--- config.mk ---
export PLATFORM = sky130hd
export DESIGN_NAME = bounded_array_deque
export DESIGN_NICKNAME = d
export VERILOG_FILES = /design/src/hw/rtl/bdq_pkg.sv /design/src/hw/rtl/bdq_ctrl.sv /design/src/hw/rtl/bdq_datapath.sv /design/src/hw/rtl/bounded_array_deque.sv
export SDC_FILE = /design/constraint.sdc
export NUM_CORES = 1
export LEC_CHECK = 0
export ABC_AREA = 1
export BUFFER_PORTS_ARGS = -buffer_cell sky130_fd_sc_hd__buf_2
export CORE_MARGIN = 4
export CORE_UTILIZATION = 30
export CTS_BUF_LIST = sky130_fd_sc_hd__clkbuf_4 sky130_fd_sc_hd__clkbuf_8
export DETAILED_ROUTE_END_ITERATION = 8
export GPL_ROUTABILITY_DRIVEN = 0
export PLACE_DENSITY_LB_ADDON = 0.2
export SLEW_MARGIN = 15
export SYNTH_ARGS = -nofsm -noshare
export SYNTH_HDL_FRONTEND = slang
export SYNTH_SLANG_ARGS = --single-unit
--- constraint.sdc ---
create_clock -name clk -period 5.03 [get_ports clk]
set_clock_uncertainty 0.05 [all_clocks]
set_input_delay 1.006 -clock clk [delete_from_list [all_inputs] [get_ports clk]]
set_output_delay 1.006 -clock clk [all_outputs]
set_load 0.05 [all_outputs]
--- src/hw/rtl/bdq_pkg.sv ---
`default_nettype none

package bdq_pkg;

  // Word width of the stored and returned data.
  localparam int unsigned DATA_W = 32;

  // Request operation codes.
  localparam logic [1:0] OP_PUSH_REAR  = 2'd0;
  localparam logic [1:0] OP_PUSH_FRONT = 2'd1;
  localparam logic [1:0] OP_POP_FRONT  = 2'd2;

  // Result status codes.
  localparam logic [1:0] ST_OK    = 2'd0;
  localparam logic [1:0] ST_FULL  = 2'd1;
  localparam logic [1:0] ST_EMPTY = 2'd2;

  // Controller states.
  typedef enum logic [1:0] {
    S_IDLE,
    S_EXEC,
    S_DONE
  } state_t;

  // Commands from the controller to the datapath.
  typedef struct packed {
    logic load;     // capture the incoming item
    logic exec;     // perform the queue operation
    logic deliver;  // move the result into the output register
  } ctrl_cmd_t;

  // Status from the datapath to the controller.
  typedef struct packed {
    logic res_free; // output register can take a new result this cycle
  } dp_stat_t;

endpackage

`default_nettype wire

--- src/hw/rtl/bdq_ctrl.sv ---
`default_nettype none

module bdq_ctrl (
  input  wire logic               clk,
  input  wire logic               rst,
  input  wire logic               in_valid,
  output logic                    in_ready,
  input  wire bdq_pkg::dp_stat_t  stat,
  output bdq_pkg::ctrl_cmd_t      cmd
);

  bdq_pkg::state_t state;
  bdq_pkg::state_t state_next;

  // State register.
  always_ff @(posedge clk) begin
    if (rst) begin
      state <= bdq_pkg::S_IDLE;
    end else begin
      state <= state_next;
    end
  end

  // Next-state logic.
  always_comb begin
    state_next = state;
    unique case (state)
      bdq_pkg::S_IDLE: begin
        if (in_valid) begin
          state_next = bdq_pkg::S_EXEC;
        end
      end
      bdq_pkg::S_EXEC: begin
        state_next = bdq_pkg::S_DONE;
      end
      bdq_pkg::S_DONE: begin
        if (stat.res_free) begin
          state_next = bdq_pkg::S_IDLE;
        end
      end
      default: begin
        state_next = bdq_pkg::S_IDLE;
      end
    endcase
  end

  // Output decode.
  always_comb begin
    in_ready    = 1'b0;
    cmd.load    = 1'b0;
    cmd.exec    = 1'b0;
    cmd.deliver = 1'b0;
    unique case (state)
      bdq_pkg::S_IDLE: begin
        in_ready = 1'b1;
        cmd.load = in_valid;
      end
      bdq_pkg::S_EXEC: begin
        cmd.exec = 1'b1;
      end
      bdq_pkg::S_DONE: begin
        cmd.deliver = stat.res_free;
      end
      default: begin
        in_ready = 1'b0;
      end
    endcase
  end

endmodule

`default_nettype wire

--- src/hw/rtl/bdq_datapath.sv ---
`default_nettype none

module bdq_datapath #(
  parameter int unsigned DEPTH = 8
) (
  input  wire logic                        clk,
  input  wire logic                        rst,
  input  wire bdq_pkg::ctrl_cmd_t          cmd,
  output bdq_pkg::dp_stat_t                stat,
  input  wire logic [1:0]                  opcode,
  input  wire logic signed [bdq_pkg::DATA_W-1:0] value,
  output logic                             out_valid,
  input  wire logic                        out_ready,
  output logic signed [bdq_pkg::DATA_W-1:0] data_out,
  output logic [1:0]                       status
);

  localparam int unsigned AW = (DEPTH > 1) ? $clog2(DEPTH) : 1;
  localparam int unsigned CW = $clog2(DEPTH + 1);
  localparam logic [CW:0] DEPTH_W = (CW + 1)'(DEPTH);

  // Slot storage; read port is registered.
  logic [bdq_pkg::DATA_W-1:0] mem [DEPTH];
  logic [bdq_pkg::DATA_W-1:0] rd_data;

  // Queue pointers.
  logic [CW-1:0] head;
  logic [CW-1:0] count;

  // Captured request.
  logic [1:0]                 req_op;
  logic [bdq_pkg::DATA_W-1:0] req_value;

  // Pending result between execution and delivery.
  logic [1:0] res_status;
  logic       res_use_rd;

  logic [CW:0]   pos;
  logic [CW-1:0] head_dec;
  logic          rear_full;
  logic          front_full;
  logic          pop_empty;
  logic          wr_en;
  logic [AW-1:0] wr_addr;
  logic          rd_en;
  logic [1:0]    exec_status;

  // Condition checks on the current pointers.
  always_comb begin
    pos        = {1'b0, head} + {1'b0, count};
    head_dec   = head - CW'(1);
    rear_full  = (pos >= DEPTH_W);
    front_full = (head == '0) || ({1'b0, head} > DEPTH_W);
    pop_empty  = (count == '0) || ({1'b0, head} >= DEPTH_W);
  end

  // Decide the memory access and the status of the current request.
  always_comb begin
    wr_en       = 1'b0;
    wr_addr     = pos[AW-1:0];
    rd_en       = 1'b0;
    exec_status = bdq_pkg::ST_OK;
    case (req_op)
      bdq_pkg::OP_PUSH_REAR: begin
        if (rear_full) begin
          exec_status = bdq_pkg::ST_FULL;
        end else begin
          wr_en = cmd.exec;
        end
      end
      bdq_pkg::OP_PUSH_FRONT: begin
        wr_addr = head_dec[AW-1:0];
        if (front_full) begin
          exec_status = bdq_pkg::ST_FULL;
        end else begin
          wr_en = cmd.exec;
        end
      end
      bdq_pkg::OP_POP_FRONT: begin
        if (pop_empty) begin
          exec_status = bdq_pkg::ST_EMPTY;
        end else begin
          rd_en = cmd.exec;
        end
      end
      default: begin
        exec_status = bdq_pkg::ST_OK;
      end
    endcase
  end

  // Slot memory: one write or one registered read per cycle.
  always_ff @(posedge clk) begin
    if (wr_en) begin
      mem[wr_addr] <= req_value;
    end
    if (rd_en) begin
      rd_data <= mem[head[AW-1:0]];
    end
  end

  // Request capture and pending result.
  always_ff @(posedge clk) begin
    if (cmd.load) begin
      req_op    <= opcode;
      req_value <= value;
    end
    if (cmd.exec) begin
      res_status <= exec_status;
      res_use_rd <= rd_en;
    end
  end

  // Pointer updates.
  always_ff @(posedge clk) begin
    if (rst) begin
      head  <= '0;
      count <= '0;
    end else if (cmd.exec) begin
      if (wr_en) begin
        count <= count + CW'(1);
        if (req_op == bdq_pkg::OP_PUSH_FRONT) begin
          head <= head_dec;
        end
      end else if (rd_en) begin
        head  <= head + CW'(1);
        count <= count - CW'(1);
      end
    end
  end

  // Output register; it frees up as soon as the consumer takes the item.
  assign stat.res_free = !out_valid || out_ready;

  always_ff @(posedge clk) begin
    if (rst) begin
      out_valid <= 1'b0;
    end else if (cmd.deliver) begin
      out_valid <= 1'b1;
    end else if (out_ready) begin
      out_valid <= 1'b0;
    end
  end

  always_ff @(posedge clk) begin
    if (cmd.deliver) begin
      status <= res_status;
      if (res_use_rd) begin
        data_out <= rd_data;
      end else if (res_status == bdq_pkg::ST_EMPTY) begin
        data_out <= '1;
      end else begin
        data_out <= '0;
      end
    end
  end

`ifndef SYNTH
  // The occupied run never reaches past the top of the array.
  a_run_in_range: assert property (@(posedge clk) disable iff (rst)
    pos <= DEPTH_W)
    else $error("occupied slots extend past the array");

  // A successful pop moves the head up and shrinks the count by one.
  a_pop_update: assert property (@(posedge clk) disable iff (rst)
    rd_en |=> (head == $past(head) + CW'(1)) && (count == $past(count) - CW'(1)))
    else $error("pop did not update the pointers");

  // A successful front push moves the head down and grows the count.
  a_front_push_update: assert property (@(posedge clk) disable iff (rst)
    (wr_en && (req_op == bdq_pkg::OP_PUSH_FRONT)) |=>
      (head == $past(head) - CW'(1)) && (count == $past(count) + CW'(1)))
    else $error("front push did not update the pointers");

  // A result is only delivered when the output register can take it.
  a_no_overwrite: assert property (@(posedge clk) disable iff (rst)
    cmd.deliver |-> (!out_valid || out_ready))
    else $error("result delivered over a pending item");
`endif

endmodule

`default_nettype wire

--- src/hw/rtl/bounded_array_deque.sv ---
`default_nettype none

// Channel  Handshake               Payload
// -------  ----------------------  ----------------------------------
// in       in_valid / in_ready     opcode[1:0], value[31:0] signed
// out      out_valid / out_ready   data_out[31:0] signed, status[1:0]
//
// Each item goes through capture, one access to the single-port slot memory
// with the pointer update, and the load of the output register.
// A stalled output holds the block in its final step until the item is taken.
// Reset clears the controller state, the output valid, head and count; the
// slots need no clearing pass.
// The next item is taken while the previous result waits at the output.

module bounded_array_deque #(
  parameter int unsigned DEPTH = 8
) (
  input  wire logic                               clk,
  input  wire logic                               rst,
  input  wire logic                               in_valid,
  output logic                                    in_ready,
  input  wire logic [1:0]                         opcode,
  input  wire logic signed [bdq_pkg::DATA_W-1:0]  value,
  output logic                                    out_valid,
  input  wire logic                               out_ready,
  output logic signed [bdq_pkg::DATA_W-1:0]       data_out,
  output logic [1:0]                              status
);

  bdq_pkg::ctrl_cmd_t cmd;
  bdq_pkg::dp_stat_t  stat;

  // Sequencer.
  bdq_ctrl u_ctrl (
    .clk      (clk),
    .rst      (rst),
    .in_valid (in_valid),
    .in_ready (in_ready),
    .stat     (stat),
    .cmd      (cmd)
  );

  // Slot memory, pointers and output register.
  bdq_datapath #(
    .DEPTH (DEPTH)
  ) u_datapath (
    .clk       (clk),
    .rst       (rst),
    .cmd       (cmd),
    .stat      (stat),
    .opcode    (opcode),
    .value     (value),
    .out_valid (out_valid),
    .out_ready (out_ready),
    .data_out  (data_out),
    .status    (status)
  );

endmodule

`default_nettype wire

==> flow_summary.json, run 1 <==
{
  "num_rows": 79,
  "path_class": "flip-flop to flip-flop",
  "cts_made_buffers": 68,
  "regToRegSetupSlack_ns": 1.25,
  "io-pin-count": 74,
  "ys_ff_latch": 370,
  "grt_pass1_vias": 8562,
  "r2r_end": "u_datapath.mem[5][31]",
  "syn_area_um2": 14100,
  "p_per_area_nw_per_um2": 384,
  "ff_latch_area_um2": 11000,
  "crit_end": "u_datapath.mem[5][31]",
  "drtIter0Drc": 522,
  "post_cts_resize_count": 0,
  "crit_path_cell_trace": "buf_4, ha_1, inv_1, fa_1, or2_2, nand3_1, o21ai_0, inv_1, nand2_1, nor2_4",
  "arrival_ns": 3.92,
  "yosys-top-cells-count": "edfxtp_1 (359), nor2_1 (249), o21ai_0 (134), nand2_1 (101), clkbuf_1 (35)",
  "detail_route.wl_per_cell_um": 18.5,
  "tightest_slew_ns": 1.12,
  "ctsHoldBuffers": 0,
  "yosys.area.top_type_share": 0.762,
  "syn_avg_cell_area_um2": 13.4,
  "netlist_top_cells_area": "edfxtp_1 (76%), nor2_1 (6.6%), o21ai_0 (4.7%), nand2_1 (2.7%), dfxtp_1 (1.6%)",
  "synth_edf_count": 359,
  "overflow": 0,
  "fp.dieH_um": 225,
  "maxCapViolCount": 0,
  "clk_latency_ns": 0.60,
  "antenna_found_initial": 0,
  "io_buffers": 73,
  "hp-class": "flip-flop to flip-flop",
  "core_area_um2": 46600,
  "status": "completed",
  "die_w_um": 225,
  "vias": 8253,
  "ys_warn_count": 0,
  "min_from": "u_datapath.res_status[1]",
  "dpl_cell_area_um2": 15200,
  "synthArstFlopShare": 0,
  "fin_nets": 1199,
  "tns_ns": 0,
  "multiInputGateArea_um2": 2860,
  "timing.rr.start": "u_datapath.head[0]",
  "initial_utilization": 0.304,
  "postRouteAntennaNets": 0,
  "slowest_delay_ns": 0.88,
  "grt_pass1_wl_um": 51100,
  "rsz0062_at_grt": "no",
  "clock_sinks": 370,
  "slowest_stage": "nor2_4",
  "finalCritPeriodShare": 0.752,
  "cts_tree": "yes",
  "root_buffer": "clkbuf_8",
  "grtUsageTotal": 0.132,
  "leakagePower_nw": 5.69,
  "drc_errors": 0,
  "fmax_ghz": 0.264,
  "drv_slew": 0,
  "critPathLaunch": "u_datapath.head[0]",
  "fill_cells": 4517,
  "ys_types": 30,
  "cts_setup_buffers": 0,
  "syn2layout_area_growth_pct": 16.3,
  "synth.most_common_cell": "edfxtp_1",
  "vdd_drop_max_uv": 164,
  "finalSetupViolCount": 0,
  "vias_per_cell": 4.59,
  "synth_seq_area_share": 0.778,
  "synth.largest_area_cell": "edfxtp_1",
  "dp_hpwl_um": 18400,
  "dr.pass1.iters": 5,
  "end_kind": "flip-flop",
  "synth_top_flop_cell": "edfxtp_1",
  "slew_headroom": 0.250,
  "dieArea_um2": 50700,
  "min_period_ns": 3.78,
  "cts.clk_slew.worst_paths_ns": 0.06,
  "grt_max_degree": 82,
  "hold_violations": 0,
  "cts_htree_levels": 3,
  "drive_above_1_share": 0.174,
  "critPathMostFrequentCell": "inv_1",
  "cp_data_required_time_ns": 5.17,
  "r2r_cells": 10,
  "drt_wl_total_um": 33300,
  "critPathMaxFanout": 66,
  "clock_path_buffers": 3,
  "synth_nets": 1103,
  "synthCells": 1055,
  "fin_area_um2": 16400,
  "start_kind": "flip-flop"
}
worst min-delay path by stage:
stage	end	cells past startpoint
after floorplan	u_datapath.status[0]	0
after global placement	u_datapath.status[0]	0
after detailed placement	u_datapath.status[1]	0
after CTS	u_datapath.status[1]	0
after global routing	u_datapath.status[0]	0
final	u_datapath.status[1]	0
registers in the layout, summed over array words and instances, names as in the netlist, 4 cells and up:
| register | flops |
|---|---|
| u_datapath.mem | 256 |
| u_datapath.data_out | 32 |
| u_datapath.rd_data | 32 |
| u_datapath.req_value | 32 |
| u_datapath.count | 4 |
| u_datapath.head | 4 |
where the power goes:
part           switching (W)  internal (W)  total (W)  leakage, nW
Clock                0.00122       0.00146    0.00268        0.633
Combinational       0.000110     0.0000393   0.000150         1.72
Sequential         0.0000509       0.00343    0.00348         3.35
Total                0.00138       0.00493    0.00631         5.69
metrics by stage:
| stage | power, W | hold slack (ns) | setup WS, ns | utilization | std cells |
|---|---|---|---|---|---|
| 2_1_floorplan | 0.00361 | 0.368 | 1.12 | - | 1055 |
| 3_3_place_gp | 0.00370 | 0.387 | 1.24 | 0.326 | 1686 |
| 3_5_place_dp | 0.00370 | 0.396 | 1.24 | 0.326 | 1686 |
| 4_1_cts | 0.00641 | 0.402 | 1.20 | 0.352 | 1797 |
| 5_1_grt | 0.00659 | 0.414 | 0.943 | 0.353 | 1799 |
| 6_report | 0.00631 | 0.401 | 1.25 | 0.353 | 1800 |
metal layers:
layer / part of all wire / vias up / global-route usage
met4: 0.018 / 0 / 0.0426
met5: 0 / - / 0
met2: 0.47 / 181 / 0.214
li1: - / 3989 / -
met1: 0.46 / 4027 / 0.177
met3: 0.047 / 56 / 0.0290
cell type report:
class	count	area share
multi-input cells	600	0.174
inverters	27	0.00624
clock buffers	88	0.0668
diodes	1	0.000152
flip-flops and latches	370	0.669
well taps	607	0.0462
clock inverters	23	0.00845
repair buffers	84	0.0288
critical path: cells and delay by family (launching register included):
kind | cells | cell delay [ns]
AND/OR/NAND/NOR | 4 | 1.38
adder cells (fa/ha/maj) | 2 | 0.73
AO/OA/AOI/OAI | 1 | 0.13
buffers and inverters | 3 | 0.73
flip-flops | 1 | 0.34
cells by family after synthesis:
| group | Yosys count | synth area share |
|---|---|---|
| compound gates | 207 | 0.0791 |
| xor+xnor | 6 | 0.00425 |
| fa+ha+maj | 10 | 0.00991 |
| buf+inv | 85 | 0.0245 |
| flops | 370 | 0.778 |
| simple gates | 377 | 0.104 |
cell usage in the layout (no fill, tap or decap), types with 13 or more instances in the layout:
master and count:
edfxtp_1 359, clkinv_1 13, o21ai_0 134, o22ai_1 32, nor2_1 241, inv_1 23
clkbuf_8 70, clkbuf_4 18, a31oi_1 32, buf_2 73, nand2_1 101
Note: power is estimated with default switching activity, not from simulation.
==> run 2, diff against run 1 <==
- ABC_AREA: 1 -> 0
- clock period: 5.03 -> 3.9 ns (I/O delays scaled with it)
==> run 2 against run 1 <==
Compared with the run above: cell count decreased by 18%; utilization up 0.67 points; combinational power is 45% higher; die area fell by 1.6%; via count down 20%; register-to-register slack lost 0.67 ns; sequential cell count unchanged; maximum frequency grew 14%.
==> flow_summary.json, run 2 <==
{
  "status": "completed",
  "overflow": 0,
  "ys_types": 38,
  "end_kind": "flip-flop",
  "dp_hpwl_um": 16100,
  "largest-register": "u_datapath.mem",
  "clk_latency_ns": 0.61,
  "netlist_top_cells_area": "edfxtp_1 (78%), mux4_2 (10%), nand2_1 (2.6%), a21o_1 (1.8%), dfxtp_1 (1.6%)",
  "syn_area_um2": 13900,
  "io-pin-count": 74,
  "vdd_drop_max_uv": 257,
  "tns_ns": 0,
  "drtIter0Drc": 367,
  "hold_violations": 0,
  "crit_path_cell_trace": "ha_1, inv_1, fa_1, nand2_1, o21ai_0, a32oi_2, nor2_4, inv_1, ha_1, a21o_1, a21oi_1, mux2i_1, mux2_2",
  "core_area_um2": 45600,
  "cts.clk_slew.worst_paths_ns": 0.06,
  "grt_pass1_vias": 7200,
  "io_buffers": 73,
  "synthCells": 692,
  "dieArea_um2": 49800,
  "dr.pass1.iters": 5,
  "synth_top_flop_cell": "edfxtp_1",
  "n_antenna_cell": 0,
  "cts_tree": "yes",
  "synth.largest_area_cell": "edfxtp_1",
  "cts_setup_buffers": 0,
  "antenna_found_initial": 0,
  "fill_cells": 4247,
  "postRouteAntennaNets": 0,
  "cp.depth": 13,
  "cts_made_buffers": 68,
  "path_class": "flip-flop to flip-flop",
  "r2r_end": "u_datapath.count[3]",
  "synth.most_common_cell": "edfxtp_1",
  "hp-class": "input port to flip-flop",
  "p_per_area_nw_per_um2": 492,
  "post_cts_resize_count": 0,
  "critPathLaunch": "u_datapath.count[0]",
  "fin_nets": 874,
  "vias": 6562,
  "timing.rr.start": "u_datapath.count[0]",
  "min_period_ns": 3.32,
  "synthMuxAreaShare": 0.110,
  "start_kind": "flip-flop",
  "synth_top_family_by_area": "multiplexers",
  "syn_avg_cell_area_um2": 20.1,
  "synth_nets": 740,
  "synth_edf_count": 359,
  "tightest_slew_ns": 0.975,
  "cp_data_required_time_ns": 4.35,
  "slowest_stage": "dfxtp_1",
  "vias_per_cell": 4.45,
  "synth_compound_area_frac": 0.0251,
  "initial_utilization": 0.305,
  "syn2layout_area_growth_pct": 18.0,
  "slowest_delay_ns": 0.49,
  "most-common-layout-cells": "edfxtp_1 (359), nand2_1 (97), buf_2 (73), clkbuf_8 (69), mux4_2 (64)",
  "slew_headroom": 0.350,
  "fp.dieH_um": 223,
  "maxCapViolCount": 0,
  "die_w_um": 223,
  "drive_above_1_share": 0.317,
  "grt_max_degree": 48,
  "ctsHoldBuffers": 0,
  "layout_commonest_cell": "edfxtp_1",
  "detail_route.wl_per_cell_um": 19.5,
  "fin_area_um2": 16400,
  "critPathTopFamily": "adder cells",
  "dpl_cell_area_um2": 15200,
  "synthArstFlopShare": 0,
  "pre_cts_slack_ns": 0.629,
  "synthXorXnorAreaFrac": 0.00378,
  "fmax_ghz": 0.301,
  "clock_sinks": 370,
  "yosys.area_share.simple": 0.0481,
  "arrival_ns": 3.77,
  "yosys.area.top_type_share": 0.776,
  "clock_path_buffers": 3,
  "ff_latch_area_um2": 11000,
  "synth_fa_ha_area_frac": 0.0101,
  "r2r_cells": 13,
  "leakagePower_nw": 5.54,
  "crit_buf_inv": 2,
  "grt_pass1_wl_um": 44000,
  "setup_ws_ns": 0.581,
  "drc_errors": 0,
  "finalCritPeriodShare": 0.851,
  "synth_seq_area_share": 0.791,
  "rsz0062_at_grt": "no",
  "fin_util": 0.360,
  "num_rows": 78,
  "multiInputGateArea_um2": 2810,
  "ys_ff_latch": 370,
  "root_buffer": "clkbuf_8",
  "ys_warn_count": 0,
  "critPathMaxFanout": 6,
  "drv_slew": 0,
  "crit_end": "u_datapath.count[3]",
  "yosys-top-cells-count": "edfxtp_1 (359), nand2_1 (97), mux4_2 (64), a21o_1 (33), nor2_1 (22)",
  "largest_reg_flops": 256,
  "drt_wl_total_um": 28700,
  "finalSetupViolCount": 0,
  "cts_htree_levels": 3,
  "regToRegSetupSlack_ns": 0.58,
  "hold_depth": 1,
  "grtUsageTotal": 0.117
}
run 2: changes by cell type after synthesis, moves of 8 or more:
cell      delta
nand3_1     -12
mux4_2      +64
nor2_1     -227
clkbuf_1    -19
o21ai_0    -130
nor2b_1      +8
a31oi_1     -29
o22ai_1     -32
buf_2       -12
a21o_1      +33
inv_1       -18
run 2: cell families (layout without fill, tap and decap cells):
family / Yosys count / count (layout)
buf+inv: 38 / 219
simple gates: 148 / 148
flops: 370 / 370
compound gates: 48 / 48
fa+ha+maj: 10 / 10
xor+xnor: 6 / 6
mux: 72 / 72
run 2: worst min-delay path by stage:
stage | startpoint | endpoint
after floorplan | u_datapath.res_status[1] | u_datapath.status[1]
after global placement | u_datapath.res_status[1] | u_datapath.status[1]
after detailed placement | u_datapath.res_status[1] | u_datapath.status[1]
after CTS | value[9] | u_datapath.req_value[9]
after global routing | value[9] | u_datapath.req_value[9]
final | value[30] | u_datapath.req_value[30]
run 2: final cells by class:
class | instances | area share
clock buffer | 83 | 0.0643
clock inverter | 34 | 0.0108
inverter | 8 | 0.00183
multi-input combinational | 284 | 0.171
sequential | 370 | 0.671
tap | 600 | 0.0458
timing repair buffer | 94 | 0.0349
run 2: worst register-to-register path: stages, from the launching register on:
cell and delay (ns):
dfxtp_1 0.49, ha_1 0.22, inv_1 0.06, fa_1 0.46
nand2_1 0.08, o21ai_0 0.09, a32oi_2 0.31, nor2_4 0.12
inv_1 0.15, ha_1 0.25, a21o_1 0.18, a21oi_1 0.18
mux2i_1 0.22, mux2_2 0.35
run 2: per-stage QoR:
stage	hold WS, ns	total power, W	std cells
6_report	0.298	0.00806	1473
5_1_grt	0.255	0.00843	1473
3_3_place_gp	0.402	0.00479	1356
4_1_cts	0.243	0.00822	1473
3_5_place_dp	0.392	0.00479	1356
2_1_floorplan	0.368	0.00468	692
run 2: routing by layer:
layer / routed length, µm / global-route usage / part of all wire / up-vias
li1: - / - / - / 3017
met1: 12700 / 0.148 / 0.44 / 3357
met2: 14300 / 0.195 / 0.50 / 131
met3: 1100 / 0.0303 / 0.038 / 57
met4: 651 / 0.0392 / 0.023 / 0
met5: 0 / 0 / 0 / -
run 2: power by group:
part / leakage [nW] / internal (W) / switching, W
registers: 3.35 / 0.00443 / 0.0000588
logic: 1.55 / 0.0000773 / 0.000141
clock network: 0.649 / 0.00179 / 0.00157
total: 5.54 / 0.00630 / 0.00176
